`config.mk`:
```
export PLATFORM = sky130hd
export DESIGN_NAME = scancode_to_ascii_decoder_flat
export DESIGN_NICKNAME = d
export VERILOG_FILES = /design/src/hdl/scta_pkg.sv /design/src/hdl/scta_if.sv /design/src/hdl/scta_decode.sv /design/src/hdl/scancode_to_ascii_decoder.sv /design/src/flat_wrapper.sv
export SDC_FILE = /design/constraint.sdc
export NUM_CORES = 1
export LEC_CHECK = 0
export ABC_AREA = 1
export BUFFER_PORTS_ARGS = -buffer_cell sky130_fd_sc_hd__buf_2
export CAP_MARGIN = 20
export CORE_MARGIN = 3
export CORE_UTILIZATION = 50
export CTS_CLUSTER_SIZE = 28
export DETAILED_ROUTE_END_ITERATION = 10
export PLACE_DENSITY = 0.69
export SLEW_MARGIN = 25
export SYNTH_ARGS = -nofsm -noshare
export SYNTH_HDL_FRONTEND = slang
export SYNTH_SLANG_ARGS = --single-unit
```
`constraint.sdc`:
```
create_clock -name clk -period 2.7 [get_ports clk]
set_clock_uncertainty 0.05 [all_clocks]
set_input_delay 0.27 -clock clk [delete_from_list [all_inputs] [get_ports clk]]
set_output_delay 0.27 -clock clk [all_outputs]
set_load 0.05 [all_outputs]
```
`src/hdl/scta_pkg.sv`:
```
// Package for the scan code decoder: event codes, modifier bits and the key map.
`default_nettype none

package scta_pkg;

    // Event kinds on the result channel
    localparam logic [2:0] EV_NONE      = 3'd0;
    localparam logic [2:0] EV_CHAR      = 3'd1;
    localparam logic [2:0] EV_EOF       = 3'd2;
    localparam logic [2:0] EV_INTERRUPT = 3'd3;
    localparam logic [2:0] EV_STOP      = 3'd4;

    // Modifier bit masks
    localparam logic [3:0] MOD_SHIFT = 4'b0001;
    localparam logic [3:0] MOD_CTRL  = 4'b0010;
    localparam logic [3:0] MOD_ALT   = 4'b0100;
    localparam logic [3:0] MOD_META  = 4'b1000;
    localparam int unsigned MOD_CTRL_BIT = 1;

    // Control characters matched while ctrl is held
    localparam logic [6:0] CH_C = 7'h63;
    localparam logic [6:0] CH_D = 7'h64;
    localparam logic [6:0] CH_Z = 7'h7a;

    // Scan code fields
    localparam int unsigned BREAK_BIT = 7;

    typedef struct packed {
        logic       is_mod;
        logic [3:0] mod_mask;
        logic [6:0] ch;
    } key_entry_t;

    // Look up one key: character from the plain or shifted half, or a modifier mask
    function automatic key_entry_t key_lookup(input logic shift, input logic [6:0] idx);
        logic [13:0] pair;
        key_entry_t  e;
        pair = 14'h0;
        e    = '0;
        case (idx)
            7'd1:  pair = {7'h1b, 7'h1b};
            7'd2:  pair = {7'h31, 7'h21};
            7'd3:  pair = {7'h32, 7'h40};
            7'd4:  pair = {7'h33, 7'h23};
            7'd5:  pair = {7'h34, 7'h24};
            7'd6:  pair = {7'h35, 7'h25};
            7'd7:  pair = {7'h36, 7'h5e};
            7'd8:  pair = {7'h37, 7'h26};
            7'd9:  pair = {7'h38, 7'h2a};
            7'd10: pair = {7'h39, 7'h28};
            7'd11: pair = {7'h30, 7'h29};
            7'd12: pair = {7'h2d, 7'h5f};
            7'd13: pair = {7'h3d, 7'h2b};
            7'd14: pair = {7'h08, 7'h08};
            7'd15: pair = {7'h09, 7'h09};
            7'd16: pair = {7'h71, 7'h51};
            7'd17: pair = {7'h77, 7'h57};
            7'd18: pair = {7'h65, 7'h45};
            7'd19: pair = {7'h72, 7'h52};
            7'd20: pair = {7'h74, 7'h54};
            7'd21: pair = {7'h79, 7'h59};
            7'd22: pair = {7'h75, 7'h55};
            7'd23: pair = {7'h69, 7'h49};
            7'd24: pair = {7'h6f, 7'h4f};
            7'd25: pair = {7'h70, 7'h50};
            7'd26: pair = {7'h5b, 7'h7b};
            7'd27: pair = {7'h5d, 7'h7d};
            7'd28: pair = {7'h0a, 7'h0a};
            7'd30: pair = {7'h61, 7'h41};
            7'd31: pair = {7'h73, 7'h53};
            7'd32: pair = {7'h64, 7'h44};
            7'd33: pair = {7'h66, 7'h46};
            7'd34: pair = {7'h67, 7'h47};
            7'd35: pair = {7'h68, 7'h48};
            7'd36: pair = {7'h6a, 7'h4a};
            7'd37: pair = {7'h6b, 7'h4b};
            7'd38: pair = {7'h6c, 7'h4c};
            7'd39: pair = {7'h3b, 7'h3a};
            7'd40: pair = {7'h27, 7'h22};
            7'd41: pair = {7'h60, 7'h7e};
            7'd43: pair = {7'h5c, 7'h7c};
            7'd44: pair = {7'h7a, 7'h5a};
            7'd45: pair = {7'h78, 7'h58};
            7'd46: pair = {7'h63, 7'h43};
            7'd47: pair = {7'h76, 7'h56};
            7'd48: pair = {7'h62, 7'h42};
            7'd49: pair = {7'h6e, 7'h4e};
            7'd50: pair = {7'h6d, 7'h4d};
            7'd51: pair = {7'h2c, 7'h3c};
            7'd52: pair = {7'h2e, 7'h3e};
            7'd53: pair = {7'h2f, 7'h3f};
            7'd57: pair = {7'h20, 7'h20};
            default: pair = 14'h0;
        endcase
        case (idx)
            7'd29:   e.mod_mask = MOD_CTRL;
            7'd42:   e.mod_mask = MOD_SHIFT;
            7'd54:   e.mod_mask = MOD_SHIFT;
            7'd56:   e.mod_mask = MOD_ALT;
            7'd58:   e.mod_mask = MOD_META;
            default: e.mod_mask = 4'b0000;
        endcase
        e.is_mod = (e.mod_mask != 4'b0000);
        e.ch     = shift ? pair[6:0] : pair[13:7];
        return e;
    endfunction

endpackage

`default_nettype wire

```
`src/hdl/scta_if.sv`:
```
// Valid/ready channel interfaces for scan codes in and decoded events out.
`default_nettype none

interface scta_in_if;
    logic       valid;
    logic       ready;
    logic [7:0] scan_code;

    modport source (output valid, output scan_code, input ready);
    modport sink   (input valid, input scan_code, output ready);
endinterface

interface scta_out_if;
    logic       valid;
    logic       ready;
    logic [2:0] event_kind;
    logic [6:0] char_code;
    logic [3:0] modifiers;

    modport source (output valid, output event_kind, output char_code, output modifiers,
                    input ready);
    modport sink   (input valid, input event_kind, input char_code, input modifiers,
                    output ready);
endinterface

`default_nettype wire

```
`src/hdl/scta_decode.sv`:
```
// Combinational decode of one scan code against the current modifier bits.
`default_nettype none

module scta_decode
    import scta_pkg::*;
(
    input  wire logic [7:0] scan_code,
    input  wire logic [3:0] mods,
    output logic      [2:0] event_kind,
    output logic      [6:0] char_code,
    output logic      [3:0] mods_next
);

    key_entry_t entry;

    // Look up the key in the half chosen by shift
    assign entry = key_lookup(mods[0], scan_code[6:0]);

    // Classify make and break codes
    always_comb
    begin
        event_kind = EV_NONE;
        char_code  = 7'h0;
        mods_next  = mods;
        if (!scan_code[BREAK_BIT])
        begin
            if (entry.is_mod)
            begin
                mods_next = mods | entry.mod_mask;
            end
            else if (mods[MOD_CTRL_BIT])
            begin
                if (entry.ch == CH_C)
                begin
                    event_kind = EV_INTERRUPT;
                end
                else if (entry.ch == CH_D)
                begin
                    event_kind = EV_EOF;
                end
                else if (entry.ch == CH_Z)
                begin
                    event_kind = EV_STOP;
                end
            end
            else if (entry.ch != 7'h0)
            begin
                event_kind = EV_CHAR;
                char_code  = entry.ch;
            end
        end
        else if (entry.is_mod)
        begin
            mods_next = mods & ~entry.mod_mask;
        end
    end

endmodule

`default_nettype wire

```
`src/hdl/scancode_to_ascii_decoder.sv`:
```
// Top level: scan code input register, decode, and result register.
//
// Usage:
//   codes   : scan code bytes (bit 7 set = key release), valid/ready sink.
//   results : one event per scan code (event_kind, char_code, modifiers),
//             valid/ready source.
//   Each accepted scan code gives exactly one result, in order.
// Path: a code waits in the input register, is decoded as it moves into the
//   result register, and is presented from there; while the result register
//   is held by a stall, the code stays in the input register.
// Throughput: one code per cycle while results are taken; the modifier register
//   is updated as a code moves from the input register to the result register,
//   so consecutive codes see each other's modifier changes without a gap.
// Reset: rst_n clears both valid flags and the modifier bits (none held).
// Stall: while results.ready is low the result holds; the input register
//   still takes one more code if it is empty, then codes.ready drops until
//   the result is transferred.
`default_nettype none

module scancode_to_ascii_decoder
    import scta_pkg::*;
(
    input  wire logic  clk,
    input  wire logic  rst_n,
    scta_in_if.sink    codes,
    scta_out_if.source results
);

    logic       in_valid_reg;
    logic [7:0] in_code_reg;
    logic       out_valid_reg;
    logic [2:0] out_kind_reg;
    logic [6:0] out_char_reg;
    logic [3:0] mods_reg;
    logic [3:0] mods_next;
    logic [2:0] dec_kind;
    logic [6:0] dec_char;
    logic       out_free;
    logic       advance;

    // Advance when the result slot is empty or being transferred
    assign out_free    = !out_valid_reg || results.ready;
    assign advance     = in_valid_reg && out_free;
    assign codes.ready = !in_valid_reg || advance;

    scta_decode u_decode (
        .scan_code  (in_code_reg),
        .mods       (mods_reg),
        .event_kind (dec_kind),
        .char_code  (dec_char),
        .mods_next  (mods_next)
    );

    // Hold control state: valid flags and modifier bits
    always_ff @(posedge clk or negedge rst_n)
    begin
        if (!rst_n)
        begin
            in_valid_reg  <= 1'b0;
            out_valid_reg <= 1'b0;
            mods_reg      <= 4'b0000;
        end
        else
        begin
            if (codes.ready)
            begin
                in_valid_reg <= codes.valid;
            end
            if (out_free)
            begin
                out_valid_reg <= in_valid_reg;
            end
            if (advance)
            begin
                mods_reg <= mods_next;
            end
        end
    end

    // Capture payloads
    always_ff @(posedge clk)
    begin
        if (codes.ready && codes.valid)
        begin
            in_code_reg <= codes.scan_code;
        end
        if (advance)
        begin
            out_kind_reg <= dec_kind;
            out_char_reg <= dec_char;
        end
    end

    assign results.valid      = out_valid_reg;
    assign results.event_kind = out_kind_reg;
    assign results.char_code  = out_char_reg;
    assign results.modifiers  = mods_reg;

endmodule

`default_nettype wire

```
`src/flat_wrapper.sv`:
```
// flat-port wrapper written by rule: the top's interface ports become plain ports
module scancode_to_ascii_decoder_flat import scta_pkg::*;
  (clk, rst_n, codes_valid, codes_scan_code, codes_ready, results_valid, results_event_kind, results_char_code, results_modifiers, results_ready);
  scta_in_if codes_i ();
  scta_out_if results_i ();
  input  wire logic clk;
  input  wire logic rst_n;
  input wire logic [$bits(codes_i.valid)-1:0] codes_valid;
  input wire logic [$bits(codes_i.scan_code)-1:0] codes_scan_code;
  output wire logic [$bits(codes_i.ready)-1:0] codes_ready;
  output wire logic [$bits(results_i.valid)-1:0] results_valid;
  output wire logic [$bits(results_i.event_kind)-1:0] results_event_kind;
  output wire logic [$bits(results_i.char_code)-1:0] results_char_code;
  output wire logic [$bits(results_i.modifiers)-1:0] results_modifiers;
  input wire logic [$bits(results_i.ready)-1:0] results_ready;
  assign codes_i.valid = codes_valid;
  assign codes_i.scan_code = codes_scan_code;
  assign codes_ready = codes_i.ready;
  assign results_valid = results_i.valid;
  assign results_event_kind = results_i.event_kind;
  assign results_char_code = results_i.char_code;
  assign results_modifiers = results_i.modifiers;
  assign results_i.ready = results_ready;
  scancode_to_ascii_decoder u_core (.clk(clk), .rst_n(rst_n), .codes(codes_i), .results(results_i));
endmodule
```
# Word-level counts from Yosys, hierarchy flattened
# Memories as Yosys holds them, arrays and structs flattened. A register that Yosys moved wholly into a read port is not among the register bits.
# Index checks and enable logic that the tools add are counted.
# op_classes
n_addsub	0
n_mul	0
div	0
magnitude_cmp	0
n_eq_ne	8
shift	0
mux	12
bitwise_logic	4
reduce_logical	12
# op_table
operator	n
$eq 7x6->1 const B	4
$eq 7x7->1 const B	3
$pmux 4 s4	1
$mux 14	1
$mux 3	4
$mux 4	3
$eq 7x5->1 const B	1
$mux 7	1
$reduce_bool 7->1	1
$mux 6	1
$and 4x4->4	1
$not 4->4	1
$or 4x4->4	1
$reduce_bool 4->1	1
$reduce_or 2->1	2
$reduce_or 4->1	1
$logic_and 1x1->1	2
$logic_not 1->1	2
$logic_or 1x1->1	2
$reduce_and 2->1	1
$mux 1	1
$not 1->1	1
# word_totals
register_bits	24
latch_bits	0
ramBits	0
rom_bits	896
in_bits	12
out_inout_bits	16
word_cells	43
mem_count	1
# memory_table
memory	words	word_bits	read_ports	rd_ports_with_merged_regs	wr	line_no	text
(name not given)	64	14	1	1	0	scta_pkg.sv:40	case (idx)

# Depth between registers and ports, before layout
# Gate-level depths: netlist of the first run.
# logic_depth
depth_word	7
ltp_mapped	17
depth_no_buf	16

# Hierarchy
# A second synthesis of the first run with hierarchy kept.
# unflattened
cells_unflattened	355
area_unflattened_um2	2341.0
# modules_own_cells
module	instances	cells_each	area_each_um2	seq_area_each_um2
scta_decode	1	310	1562.7	0.0
scancode_to_ascii_decoder	1	45	778.2	690.7

# Worst setup path after synthesis of the first run
# OpenSTA, ideal clock, no wires.
# synth_path
path_kind	register -> register
startpoint	reg u_core.out_valid_reg (netlist: u_core.results.valid)
endpoint	reg with a tool-made name
setup_time_ns	0.112
arrival_ns	2.324
required_ns	2.538
slack_ns	0.215
path_stages_with_launch	17
path_buffers	1
period_less_slack_ns	2.485
cell_sequence	dfrtp_1 -> nand3_4 -> nand2_4 -> buf_12 -> nand2_2 -> nand2_4 -> inv_2 -> ha_1 -> inv_1 -> nand2_4 -> nand2_2 -> nand2_2 -> nand2_1 -> nand2_1 -> nand2_1 -> inv_1 -> nand2_1
# synth_rtl
item	line_no	text
start: declaration	scancode_to_ascii_decoder.sv:31	logic out_valid_reg;
start signal: assignment	scancode_to_ascii_decoder.sv:71	out_valid_reg <= in_valid_reg;

==> results_dict.tcl, run 1 <==
set metrics [dict create \
    hold_class "in -> reg" \
    ys_types 34 \
    relSlewSlack 0.686 \
    post_dp_cell_area_um2 2930 \
    ios 28 \
    power_frac_clock 0.201 \
    grt_usage 0.216 \
    cap_violations 0 \
    crit_type "reg -> reg" \
    clock_latency_ns 0.28 \
    crit_buf_inv 2 \
    synth_area_per_cell_um2 7.21 \
    timing.rr.start "u_core.results.valid" \
    synth_warnings 0 \
    vias 2558 \
    hold_depth 1 \
    grt_start_max_net_pins 28 \
    syn-num-nets 412 \
    rr_worst_depth 13 \
    nNetsFinal 438 \
    min_period_ns 2.18 \
    cts_sinks 38 \
    drive_gt1_frac 0.179 \
    final_cell_mix "nand2_1, nand3_1, nor2_1, inv_1, buf_2" \
    die_width_um 80.7 \
    endpoint_kind "flip-flop" \
    fin_area_um2 3020 \
    routed_wl_mm 6.35 \
    combPwrFrac 0.391 \
    syn_to_final_growth_pct 8.16 \
    run_status "finished, final reports clean" \
    die_h_um 80.7 \
    yosysSeqAreaShare 0.348 \
    grt_pass1_wl_mm 11.1 \
    dp_hpwl_mm 4.88 \
    start_util 0.533 \
    drv_slew 0 \
    mostFrequentLayoutCell "nand2_1" \
    setup_ws_ns 0.518 \
    min_period_over_period 0.808 \
    ir_drop_mv 0.259 \
    critPathLaunch "u_core.results.valid" \
    avgRoutedWirePerCell_um 13.1 \
    synth_seq_cells 38 \
    core.rowCount 26 \
    p_seq_frac 0.408 \
    cp_cell_sequence "nand3_4 -> nand2_4 -> nand2_2 -> nand2_4 -> inv_2 -> ha_1 -> inv_1 -> nand2_4 -> nand3_1 -> nand3_1 -> nand2_1 -> nand2_1 -> nand2_1" \
    place.gp.congestion 0.984 \
    cp_slowest_stage_delay_ns 0.43 \
    drc_errors 0 \
    grt_pass1_vias 2395 \
    tightest_slew_ns 0.465 \
    grt-busiest-layer "met2" \
    syn_inst 387 \
    die-area_um2 6520 \
    fill_cells 524 \
    rrSetupSlack_ns 0.52 \
    setup_viol 0 \
    netlist_area_um2 2790 \
    drt_iter0_markers 180 \
    worst_ep_arrival_time_ns 2.31 \
    core_area_um2 5240 \
    final_antenna_net_count 0 \
    required_ns 2.83 \
    min_to "u_core.in_code_reg[6]" \
    setup-tns-final_ns 0 \
    critPathMaxFanout 12 \
    power_density_nw_per_um2 603 \
    clk_pin_slew_worst_paths_ns 0.07 \
    antenna_found_initial 0 \
    rsz0062_at_grt "false" \
    htreeDepth 2 \
    via_per_inst 5.29 \
    grtUsageMet1 0.282 \
    path_delay_family "simple AND/OR/NAND/NOR gates" \
    cts_tree "built" \
    cts_buffers 5 \
    crit_path_start_kind "flip-flop" \
    grt-ovfl-total 0 \
    grt_use_met2 0.344 \
    crit_slowest_cell "dfrtp_1" \
    intPower_mw 1.09 \
    numPortBuffers 27 \
    grtUsageMet3 0.0448 \
    p_sw_uw 731 \
    cts.repair.resized 0 \
    p_leak_nw 1.51 \
    p_sw_frac 0.402 \
    diodes 0 \
    finalHoldViolCount 0 \
    clockBufferDepth 2 \
    min_from "codes_scan_code[6]" \
    post-route-util 0.576 \
    dp_slack_ns 0.487 \
    drtPass1Iterations 5 \
    clock.fmax_mhz 458 \
    cts-root-buf "clkbuf_8" \
]
timing repair:
action | 4_1_cts | 5_1_grt
hold endpoints to repair | 6 | 0
setup buffers | 0 | 0
hold buffers | 1 | 0
through the flow:
step	hold WS, ns	total power, mW	std cells
global route	0.0888	1.96	484
floorplan	-0.0756	1.33	387
detailed placement	0.0535	1.46	475
CTS	0.0959	1.83	484
global placement	0.0470	1.45	475
finish	0.106	1.82	484
metal layers:
layer / vias to the layer above / wire length [um] / part of all wire
li1: 1318 / - / -
met1: 1121 / 2820 / 0.44
met2: 102 / 2890 / 0.46
met3: 17 / 450 / 0.071
met4: 0 / 189 / 0.030
met5: - / 0 / 0
power groups by stage:
stage	logic, mW	registers (mW)	clock network (mW)
floorplan	0.493	0.832	0
global placement	0.700	0.752	0
detailed placement	0.702	0.758	0
CTS	0.706	0.745	0.377
global route	0.800	0.752	0.410
finish	0.712	0.743	0.365
worst max path at each step:
stage | end | cells past startpoint
floorplan | flip-flop | 16
global placement | flip-flop | 15
detailed placement | flip-flop | 15
CTS | flip-flop | 13
global route | flip-flop | 13
finish | flip-flop | 13
final cells by class:
cell class	count	area, um^2	area share
timing repair buffer	33	183	0.0605
inverter	35	134	0.0443
tap	70	87.6	0.0290
clock buffer	6	72.6	0.0240
sequential	38	971	0.322
multi-input combinational	300	1560	0.518
clock inverter	2	8.76	0.00290
synthesized netlist by cell type:
cell      number  area share
a21oi_1        8       0.014
a21oi_2        2      0.0063
and3_1         1      0.0022
buf_12         2       0.014
buf_2          7       0.013
buf_4          2      0.0054
buf_6          3       0.012
dfrtp_1        6       0.054
dfxtp_1       14        0.10
edfxtp_1      18        0.19
ha_1          13       0.058
inv_1         30       0.040
inv_2          4      0.0054
inv_4          1      0.0022
nand2_1      127        0.17
nand2_2        7       0.016
nand2_4        7       0.028
nand3_1       51       0.091
nand3_2        1      0.0036
nand3_4        1      0.0063
nand3b_1       4       0.011
nand4_1        9       0.020
nor2_1        31       0.042
nor2_2         1      0.0022
nor2_4         2      0.0081
nor3_1         6       0.011
nor3_2         1      0.0036
o211ai_1       3      0.0081
o211ai_2       1      0.0045
o21ai_0       14       0.025
o21ai_1        2      0.0036
o21ai_2        3      0.0094
o21ai_4        1      0.0058
or2_2          4      0.0090
cell families (layout without fill, tap and decap cells):
| logic type | after synthesis | in the layout | share of synthesized area |
|---|---|---|---|
| AOI/OAI and AO/OA | 34 | 34 | 0.0771 |
| adders and majority gates | 13 | 13 | 0.0583 |
| buffers and inverters | 49 | 76 | 0.0923 |
| DFF | 38 | 38 | 0.348 |
| and+or+nand+nor | 253 | 253 | 0.424 |
No activity file was read; power rests on OpenSTA's default activity.
==> inputs of run 2 (changes only) <==
==> constraint.sdc (replaced) <==
create_clock -name clk -period 2.3 [get_ports clk]
set_clock_uncertainty 0.05 [all_clocks]
set_input_delay 0.23 -clock clk [delete_from_list [all_inputs] [get_ports clk]]
set_output_delay 0.23 -clock clk [all_outputs]
set_load 0.05 [all_outputs]
==> results_dict.tcl, run 2 (synthesized netlist as in run 1, its figures left out) <==
set metrics [dict create \
    post-route-util 0.598 \
    antenna_found_initial 0 \
    min_period_over_period 0.899 \
    tightest_slew_ns 0.442 \
    finalNonFillerCells 486 \
    endpoint_kind "flip-flop" \
    finalPower_mw 2.43 \
    core.rowCount 26 \
    p_sw_frac 0.361 \
    worst_ep_arrival_time_ns 2.17 \
    required_ns 2.40 \
    drt_iter0_markers 201 \
    cp_cell_sequence "nand3_4 -> nand2_8 -> nand2_1 -> nand2_1 -> ha_1 -> o21ai_0 -> nor2_1 -> inv_1 -> nand4_1" \
    start_util 0.533 \
    final_antenna_net_count 0 \
    crit_path_start_kind "flip-flop" \
    finalHoldViolCount 0 \
    timing.rr.start "u_core.results.valid" \
    cts_tree "built" \
    grt_pass1_vias 2304 \
    critPathMaxFanout 12 \
    intPower_mw 1.55 \
    drtPass1Iterations 5 \
    vias 2603 \
    rsz0062_at_grt "false" \
    grt_pass1_wl_mm 10.7 \
    post_dp_cell_area_um2 2960 \
    clk_pin_slew_worst_paths_ns 0.08 \
    dp_hpwl_mm 4.81 \
    cts_buffers 5 \
    mostFrequentLayoutCell "nand2_1" \
    min_period_ns 2.07 \
    cap_violations 0 \
    diodes 0 \
    crit_slowest_cell "dfrtp_2" \
    place.gp.congestion 0.941 \
    fin_area_um2 3130 \
    syn_to_final_growth_pct 12.2 \
    nNetsFinal 440 \
    grt_start_max_net_pins 28 \
    power_density_nw_per_um2 774 \
    grt-ovfl-total 0 \
    dp_cells 477 \
    fill_cells 485 \
    crit_cells 9 \
    routed_wl_mm 6.39 \
    p_leak_nw 1.55 \
    clock_latency_ns 0.28 \
    setup-tns-final_ns 0 \
    crit_buf_inv 1 \
    core_area_um2 5240 \
    clock.fmax_mhz 484 \
    setup_viol 0 \
    run_status "finished, final reports clean" \
    cp_slowest_stage_delay_ns 0.44 \
    crit_path_frequent_cell "nand2_1" \
    combPwrFrac 0.358 \
    dp_slack_ns 0.109 \
    rrSetupSlack_ns 0.23 \
    path_delay_family "simple AND/OR/NAND/NOR gates" \
    avgRoutedWirePerCell_um 13.1 \
    drc_errors 0 \
    die_h_um 80.7 \
    drv_slew 0 \
    die_width_um 80.7 \
    drive_gt1_frac 0.192 \
    cts-root-buf "clkbuf_8" \
    setup_ws_ns 0.232 \
    ir_drop_mv 0.326 \
    die-area_um2 6520 \
    postCtsSetupRepairBufs 0 \
    htreeDepth 2 \
    hold_class "in -> reg" \
    final_cell_mix "nand2_1, nand3_1, nor2_1, inv_1, buf_2" \
    via_per_inst 5.36 \
    numPortBuffers 27 \
    power_frac_clock 0.285 \
    rr_worst_depth 9 \
    relSlewSlack 0.702 \
    p_seq_frac 0.357 \
    clockBufferDepth 2 \
    fin_worst_hold_slack_ns 0.0647 \
    grt_usage 0.210 \
    crit_type "reg -> reg" \
    p_sw_uw 875 \
    cts_sinks 38 \
    ios 28 \
    critPathLaunch "u_core.results.valid" \
]
run 2: cell type report:
type,count,area [um^2],area share
multi-input cells,300,1580,0.506
inverters,35,136,0.0435
clock inverters,2,60.1,0.0192
clock buffers,6,82.6,0.0264
repair buffers,35,210,0.0671
well taps,70,87.6,0.0280
flip-flops and latches,38,972,0.310
run 2: layer usage:
| layer | track usage | vias to the layer above | wire [um] |
|---|---|---|---|
| met5 | 0 | - | 0 |
| met2 | 0.329 | 112 | 2870 |
| met3 | 0.0561 | 15 | 483 |
| met4 | 0.0811 | 0 | 144 |
| met1 | 0.274 | 1154 | 2890 |
| li1 | - | 1322 | - |
run 2: worst register-to-register path: stages (launching register included):
cell and delay (ns):
dfrtp_2 0.44, nand3_4 0.16, nand2_8 0.12, nand2_1 0.08, nand2_1 0.18, ha_1 0.33
o21ai_0 0.26, nor2_1 0.08, inv_1 0.11, nand4_1 0.11
run 2: power groups by stage:
stage                     sequential, mW  combinational [mW]  clock [mW]
final                              0.866               0.869       0.691
after global routing               0.879               0.965       0.742
after CTS                          0.868               0.850       0.701
after detailed placement           0.883               0.843           0
after global placement             0.882               0.837           0
after floorplan                    0.978               0.579           0
run 2: worst min-delay path by stage:
stage / slack [ns] / depth (start not counted) / to / start
final: 0.06 / 1 / u_core.in_code_reg[6] / codes_scan_code[6]
after global routing: 0.04 / 1 / u_core.in_code_reg[7] / codes_scan_code[7]
after CTS: 0.06 / 1 / u_core.in_code_reg[7] / codes_scan_code[7]
after detailed placement: 0.006 / 1 / u_core.in_valid_reg / rst_n
after global placement: 0.006 / 1 / async pin / rst_n
after floorplan: -0.12 / 0 / async pin / rst_n
run 2: repair_timing:
action | CTS | global route
resized for setup | 0 | 4
hold buffers | 1 | 0
endpoints found under the hold margin | 6 | 0
endpoints found under the setup margin | 0 | 8
